### src/hw/rtl/cdt_pkg.sv
package cdt_pkg;

   localparam logic [7:0] MaxMinutesReset = 8'd240;
   localparam logic [5:0] SecondsTop      = 6'd59;

   localparam logic [1:0] ACT_ENCODER = 2'd0;
   localparam logic [1:0] ACT_SWITCH  = 2'd1;
   localparam logic [1:0] ACT_BUTTON  = 2'd2;
   localparam logic [1:0] ACT_TICK    = 2'd3;

   localparam logic [1:0] MODE_CODE_SETTING  = 2'd0;
   localparam logic [1:0] MODE_CODE_RUNNING  = 2'd1;
   localparam logic [1:0] MODE_CODE_ALARMING = 2'd2;

   typedef enum logic [2:0] {
      MODE_SETTING  = 3'b001,
      MODE_RUNNING  = 3'b010,
      MODE_ALARMING = 3'b100
   } mode_type;

   typedef struct packed {
      logic [1:0]        action;
      logic signed [7:0] encoder_step;
      logic              pressed;
   } timer_req_type;

   typedef struct packed {
      logic [7:0] minutes_now;
      logic [5:0] seconds_now;
      logic [1:0] mode;
      logic       editing_seconds;
      logic       indicator_on;
      logic       alarm_active;
      logic       alarm_start;
      logic       display_changed;
   } timer_rsp_type;

endpackage

### src/hw/rtl/countdown_timer_set_run_alarm.sv
// Minutes:seconds countdown timer with setting, running and alarming modes.
// Request channel (req_valid/req_ready/req_data): one beat per event, either an
// encoder step, a switch or button edge, or a one-second tick.
// Response channel (rsp_valid/rsp_ready/rsp_data): exactly one beat per request,
// carrying the time, mode, field selection and alarm flags after that event.
// CSR port (csr_wr_en/csr_wr_data): writes the minutes limit used while setting;
// write only while no events are in flight.
// Path: a request beat is held in an input register; the update is a single
// short combinational step from there into the response register, which
// holds the response beat until it is taken.
// Throughput: one event per cycle while the response channel is not stalled.
// A stalled response holds in its register; a new request is still taken while
// the input register is free, and both sides stop when both registers are full.
// Reset: time 0:00, setting mode, minutes selected, limit 240, both registers
// empty.
module countdown_timer_set_run_alarm
   import cdt_pkg::*;
(
   input  logic          clock,
   input  logic          reset,
   input  logic          req_valid,
   output logic          req_ready,
   input  timer_req_type req_data,
   output logic          rsp_valid,
   input  logic          rsp_ready,
   output timer_rsp_type rsp_data,
   input  logic          csr_wr_en,
   input  logic [7:0]    csr_wr_data
);

   timer_req_type req_ff;
   logic          req_valid_ff;
   timer_rsp_type rsp_ff, rsp_in;
   logic          rsp_valid_ff;
   logic [7:0]    max_minutes_ff;
   mode_type      mode_ff, mode_in;
   logic          field_ff, field_in;
   logic [7:0]    minutes_ff, minutes_in;
   logic [5:0]    seconds_ff, seconds_in;
   logic          advance;

   assign advance   = req_valid_ff && (!rsp_valid_ff || rsp_ready);
   assign req_ready = !req_valid_ff || advance;
   assign rsp_valid = rsp_valid_ff;
   assign rsp_data  = rsp_ff;

   always_comb begin
      logic              setting;
      logic              pulse;
      logic signed [9:0] step_ext;
      logic signed [9:0] min_sum;
      logic signed [9:0] sec_sum;
      setting    = (mode_ff != MODE_RUNNING) && (mode_ff != MODE_ALARMING);
      pulse      = 1'b0;
      mode_in    = mode_ff;
      field_in   = field_ff;
      minutes_in = minutes_ff;
      seconds_in = seconds_ff;
      step_ext   = signed'({{2{req_ff.encoder_step[7]}}, req_ff.encoder_step});
      min_sum    = signed'({2'b00, minutes_ff}) + step_ext;
      sec_sum    = signed'({4'b0000, seconds_ff}) + step_ext;
      unique case (req_ff.action)
         ACT_ENCODER: begin
            if (setting) begin
               if (!field_ff) begin
                  if (min_sum < 0) begin
                     minutes_in = '0;
                  end else if (min_sum > signed'({2'b00, max_minutes_ff})) begin
                     minutes_in = max_minutes_ff;
                  end else begin
                     minutes_in = min_sum[7:0];
                  end
               end else begin
                  if (sec_sum < 0) begin
                     seconds_in = '0;
                  end else if (sec_sum > signed'({4'b0000, SecondsTop})) begin
                     seconds_in = SecondsTop;
                  end else begin
                     seconds_in = sec_sum[5:0];
                  end
               end
            end
         end
         ACT_SWITCH: begin
            if (req_ff.pressed && setting) begin
               field_in = !field_ff;
            end
         end
         ACT_BUTTON: begin
            if (req_ff.pressed) begin
               if (!setting) begin
                  mode_in = MODE_SETTING;
               end else if ((minutes_ff != '0) || (seconds_ff != '0)) begin
                  mode_in = MODE_RUNNING;
               end
            end
         end
         ACT_TICK: begin
            if (mode_ff == MODE_RUNNING) begin
               if (seconds_ff != '0) begin
                  seconds_in = seconds_ff - 6'd1;
               end else if (minutes_ff != '0) begin
                  minutes_in = minutes_ff - 8'd1;
                  seconds_in = SecondsTop;
               end
               if ((minutes_in == '0) && (seconds_in == '0)) begin
                  mode_in = MODE_ALARMING;
                  pulse   = 1'b1;
               end
            end
         end
         default: ;
      endcase

      rsp_in.minutes_now     = minutes_in;
      rsp_in.seconds_now     = seconds_in;
      unique case (mode_in)
         MODE_RUNNING:  rsp_in.mode = MODE_CODE_RUNNING;
         MODE_ALARMING: rsp_in.mode = MODE_CODE_ALARMING;
         default:       rsp_in.mode = MODE_CODE_SETTING;
      endcase
      rsp_in.editing_seconds = field_in;
      rsp_in.indicator_on    = (mode_in != MODE_RUNNING) && (mode_in != MODE_ALARMING);
      rsp_in.alarm_active    = (mode_in == MODE_ALARMING);
      rsp_in.alarm_start     = pulse;
      rsp_in.display_changed = (minutes_in != minutes_ff) || (seconds_in != seconds_ff);
   end

   always_ff @(posedge clock) begin
      if (reset) begin
         req_valid_ff   <= 1'b0;
         rsp_valid_ff   <= 1'b0;
         max_minutes_ff <= MaxMinutesReset;
         mode_ff        <= MODE_SETTING;
         field_ff       <= 1'b0;
         minutes_ff     <= '0;
         seconds_ff     <= '0;
      end else begin
         if (req_valid && req_ready) begin
            req_valid_ff <= 1'b1;
         end else if (advance) begin
            req_valid_ff <= 1'b0;
         end
         if (advance) begin
            rsp_valid_ff <= 1'b1;
         end else if (rsp_ready) begin
            rsp_valid_ff <= 1'b0;
         end
         if (csr_wr_en) begin
            max_minutes_ff <= csr_wr_data;
         end
         if (advance) begin
            mode_ff    <= mode_in;
            field_ff   <= field_in;
            minutes_ff <= minutes_in;
            seconds_ff <= seconds_in;
         end
      end
   end

   always_ff @(posedge clock) begin
      if (req_valid && req_ready) begin
         req_ff <= req_data;
      end
      if (advance) begin
         rsp_ff <= rsp_in;
      end
   end

endmodule
### config.mk
export PLATFORM = sky130hd
export DESIGN_NAME = countdown_timer_set_run_alarm
export DESIGN_NICKNAME = d
export VERILOG_FILES = /design/src/hw/rtl/cdt_pkg.sv /design/src/hw/rtl/countdown_timer_set_run_alarm.sv
export SDC_FILE = /design/constraint.sdc
export NUM_CORES = 1
export LEC_CHECK = 0
export ABC_CLOCK_PERIOD_IN_PS = 10700
export BUFFER_PORTS_ARGS = -buffer_cell sky130_fd_sc_hd__buf_2
export CAP_MARGIN = 20
export CORE_MARGIN = 1.5
export CORE_UTILIZATION = 31
export CTS_CLUSTER_DIAMETER = 150
export DETAILED_ROUTE_END_ITERATION = 16
export PLACE_DENSITY = 0.55
export SYNTH_ARGS = -nofsm -noshare
export SYNTH_HDL_FRONTEND = slang
export SYNTH_SLANG_ARGS = --single-unit
### constraint.sdc
create_clock -name clock -period 10.7 [get_ports clock]
set_clock_uncertainty 0.05 [all_clocks]
set_input_delay 2.14 -clock clock [delete_from_list [all_inputs] [get_ports clock]]
set_output_delay 2.14 -clock clock [all_outputs]
set_load 0.05 [all_outputs]
## Word level (Yosys, flattened, before mapping)

Cells that the tools add are included.

- Flip-flop bits (word level): 60
- Logic and storage cells: 93

- Add/sub/neg operators: 4
- $lt $le $gt $ge: 4
- Equal/unequal tests: 12
- Mux-type cells: 34
- Reductions and logical operators: 21

Operators with widths:

| operator | count |
|---|---|
| $mux 8 | 9 |
| $mux 6 | 9 |
| $pmux 8 s2 | 1 |
| $mux 3 | 5 |
| $pmux 6 s2 | 1 |
| $add 9x8->10 | 1 |
| $gt 10x9->1 | 1 |
| $lt 10x1->1 const B | 1 |
| $add 7x8->9 | 1 |
| $gt 9x7->1 const B | 1 |
| $lt 9x1->1 const B | 1 |
| $logic_not 8->1 | 1 |
| $ne 8x8->1 | 1 |
| $reduce_bool 8->1 | 1 |
| $sub 8x1->8 const B | 1 |
| $mux 1 | 7 |
| $eq 3x2->1 const B | 2 |
| $logic_and 1x1->1 | 6 |
| $logic_not 6->1 | 1 |
| $ne 3x2->1 const B | 2 |
| $ne 3x3->1 const B | 2 |
| $ne 6x6->1 | 1 |
| $pmux 3 s2 | 1 |
| $reduce_bool 6->1 | 1 |
| other kinds (10) | 17 |

## Longest topological paths before layout

- Depth after elaboration: 12
- Mapped depth: 18
- Gate-level depth less buffers: 17

## Least setup slack after synthesis

OpenSTA, ideal clock, no wires.

- Path kind: input-to-output
- From: input port rsp_ready
- To: output port req_ready
- Data arrival time: 2.644 ns
- Required time: 8.510 ns
- Path slack: 5.866 ns
- Stages: 2
- Buffers on the path: 0
- Cell sequence: nor2b_1 -> nand2_1

- Cells in the longest elaborated chain, start to end: 3

RTL lines:

| item | RTL line | RTL |
|---|---|---|
| start: declaration | countdown_timer_set_run_alarm.sv:25 | `input logic rsp_ready,` |
| $logic_or 1x1->1 | countdown_timer_set_run_alarm.sv:42 | `assign advance = req_valid_ff && (!rsp_valid_ff \|\| rsp_ready);` |
| $logic_and 1x1->1 | countdown_timer_set_run_alarm.sv:42 |  |
| $logic_or 1x1->1 | countdown_timer_set_run_alarm.sv:43 | `assign req_ready = !req_valid_ff \|\| advance;` |
| end: declaration | countdown_timer_set_run_alarm.sv:22 | `output logic req_ready,` |

Every way passes these cells.

## Final worst setup path

Same ends and word-level chain as after synthesis.

==> flow_summary.yaml <==
drt:
  drt_wl_total_um: 15100
  dr.pass1.iters: 5
  viasPerCell: 5.63
  drt-initial-drc-count: 359
  final_antenna_net_count: 0
  drc_errors: 0
  wire_per_inst_um: 18.0
  dr_total_vias: 4705
clock_tree:
  cts_resized: 0
  clockBufferDepth: 2
  cts_hold_buf: 0
  cts-root-buf: "clkbuf_16"
  cts_max_level: 3
  clock_latency_ns: 0.35
  cts_buffers: 9
  cts.sinks: 60
  cts_tree: "built"
  cts_setup_buffers: 0
  cts.clk_slew.worst_paths_ns: 0.05
critical_path:
  required_ns: 8.51
  path_max_fanout: 4
  start_kind: "primary input"
  timing.rr.end: "rsp_data[0]"
  ff2ff_setup_slack_ns: 5.99
  worst_r2r_path_depth: 15
  reg2reg_from: "minutes_ff[5]"
  critical_path_arrival_ns: 2.74
  path_class: "primary input to output pin"
  end_kind: "output pin"
final_layout:
  final_common_cell: "nor2_1"
  drive_above_1_share: 0.146
  antennaDiodeCount: 0
  layout.cells.most_common_list: "nor2_1 (63), nand2_1 (53), buf_2 (46)"
  final_core_util: 0.362
  area_growth_pct: 12.5
  nets: 674
place:
  place_ws_ns: 5.76
  place.gp.congestion: 0.906
  dp_hpwl_um: 11400
  portBuffers: 46
die:
  die_area_um2: 16700
  pin_count: 47
  die_y_um: 129
  initial_core_util: 0.321
  dieWidth_um: 129
  core_um2: 15400
  rows: 45
min_path:
  whs_path_depth: 2
  hp-start: "req_valid_ff"
  min_to: "rsp_valid"
  hp-class: "flip-flop to flip-flop"
sta:
  rsz0062_at_grt: "false"
  hold_ws_ns: 0.464
  slew_violations: 0
  hold_viol_final: 0
  fin_ws_ns: 5.77
  fin_tns_setup_ns: 0
  maxSlewHeadroom: 0.297
  min_period_ns: 4.93
  min_period_over_period: 0.461
  fmax_ghz: 0.203
  worst_pin_slew_ns: 1.05
  finalSetupViolations: 0
grt:
  grt_pass1_wl_um: 23700
  gr-total-overflow: 0
  antenna_found_initial: 0
  grt_max_degree: 31
  track_usage: 0.187
  grt_pass1_vias: 4369
logic_synthesis:
  synth_edf_count: 32
  yosysWarnings: 0
  synth_async_sr_flop_share: 0
  ys_seq_elements: 60
  synth.avg_cell_area_um2: 8.37
  syn_inst: 590
  syn-num-nets: 645
  ys_seq_area_frac: 0.308
  synthFlopType: "edfxtp_1"
  ys_types: 85
  syn_area_um2: 4940
power:
  vdd_ir_drop_max_mv: 0.0700
  power-per-cell-area_nw_per_um2: 137
  p_leak_nw: 2.18
outcome:
  status: "completed"
flow_run:
  maxCapViolations: 0
==> where the power goes <==
part           total, mW  switching, mW  internal [mW]
Combinational      0.213          0.140         0.0732
Sequential         0.276         0.0180          0.258
Clock              0.275          0.106          0.168
Total              0.763          0.264          0.499
==> metrics by stage <==
stage | cells | power, mW | cell area [um^2]
2_1_floorplan | 590 | 0.438 | 4940
3_3_place_gp | 819 | 0.486 | 5280
3_5_place_dp | 819 | 0.489 | 5280
4_1_cts | 835 | 0.767 | 5560
5_1_grt | 835 | 0.802 | 5560
6_report | 835 | 0.763 | 5560
==> flip-flops by register name, summed over array words and instances (netlist names) <==
name and cells:
rsp_data 21, req_ff 11, max_minutes_ff 8, minutes_ff 8, seconds_ff 6, mode_ff 3, field_ff 1, req_valid_ff 1
rsp_valid 1
==> worst max-delay path: stages <==
cell,delay [ns]
buf_2,0.09
nor2b_1,0.20
nand2_1,0.10
buf_2,0.22
==> worst max-delay path by stage <==
| stage | cells past startpoint | start | end | slack (ns) |
|---|---|---|---|---|
| global placement | 4 | rsp_ready | req_ready | 5.79 |
| global route | 15 | minutes_ff[5] | rsp_data[0] | 5.55 |
| detailed placement | 4 | rsp_ready | req_ready | 5.76 |
| floorplan | 2 | rsp_ready | req_ready | 5.87 |
| finish | 4 | rsp_ready | req_ready | 5.77 |
| CTS | 4 | rsp_ready | req_ready | 5.76 |
==> per-layer routing <==
| metal | track usage | vias to the layer above | share of wire |
|---|---|---|---|
| li1 | - | 2272 | - |
| met1 | 0.239 | 2219 | 0.45 |
| met2 | 0.293 | 180 | 0.45 |
| met3 | 0.0434 | 34 | 0.068 |
| met4 | 0.0972 | 0 | 0.036 |
| met5 | 0 | - | 0 |
==> cells in the mapped netlist, types with 5 or more instances <==
cell	count	share of area
a21o_1	9	0.014
a21oi_1	43	0.044
a22oi_1	7	0.011
and2_1	7	0.0089
and3_1	6	0.0076
buf_2	9	0.0091
buf_4	5	0.0076
clkbuf_1	12	0.0091
dfxtp_1	28	0.11
edfxtp_1	32	0.19
ha_1	29	0.073
inv_1	36	0.027
mux2i_1	7	0.014
nand2_1	53	0.040
nand3_1	17	0.017
nand4_1	10	0.013
nor2_1	63	0.048
nor2b_1	5	0.0063
nor3_1	21	0.021
o211ai_1	12	0.018
o21a_1	8	0.012
o21ai_0	36	0.036
o21ai_1	7	0.0071
o31ai_1	6	0.0091
xnor2_1	6	0.011
xor2_1	5	0.0089
==> logic make-up after synthesis <==
logic type	Yosys count	share of synthesized area
fa+ha+maj	31	0.0815
flops	60	0.308
buf+inv	67	0.0631
simple gates	221	0.229
compound gates	190	0.277
xor+xnor	12	0.0228
mux	9	0.0187
==> final cells by class <==
| class | instances | area, um^2 |
|---|---|---|
| flip-flops and latches | 60 | 1520 |
| inverters | 36 | 135 |
| fillers | 1600 | 9810 |
| clock inverters | 4 | 22.5 |
| well taps | 211 | 264 |
| clock buffers | 12 | 256 |
| multi-input cells | 463 | 3110 |
| repair buffers | 49 | 253 |
Note: power is estimated with default switching activity, not from simulation.
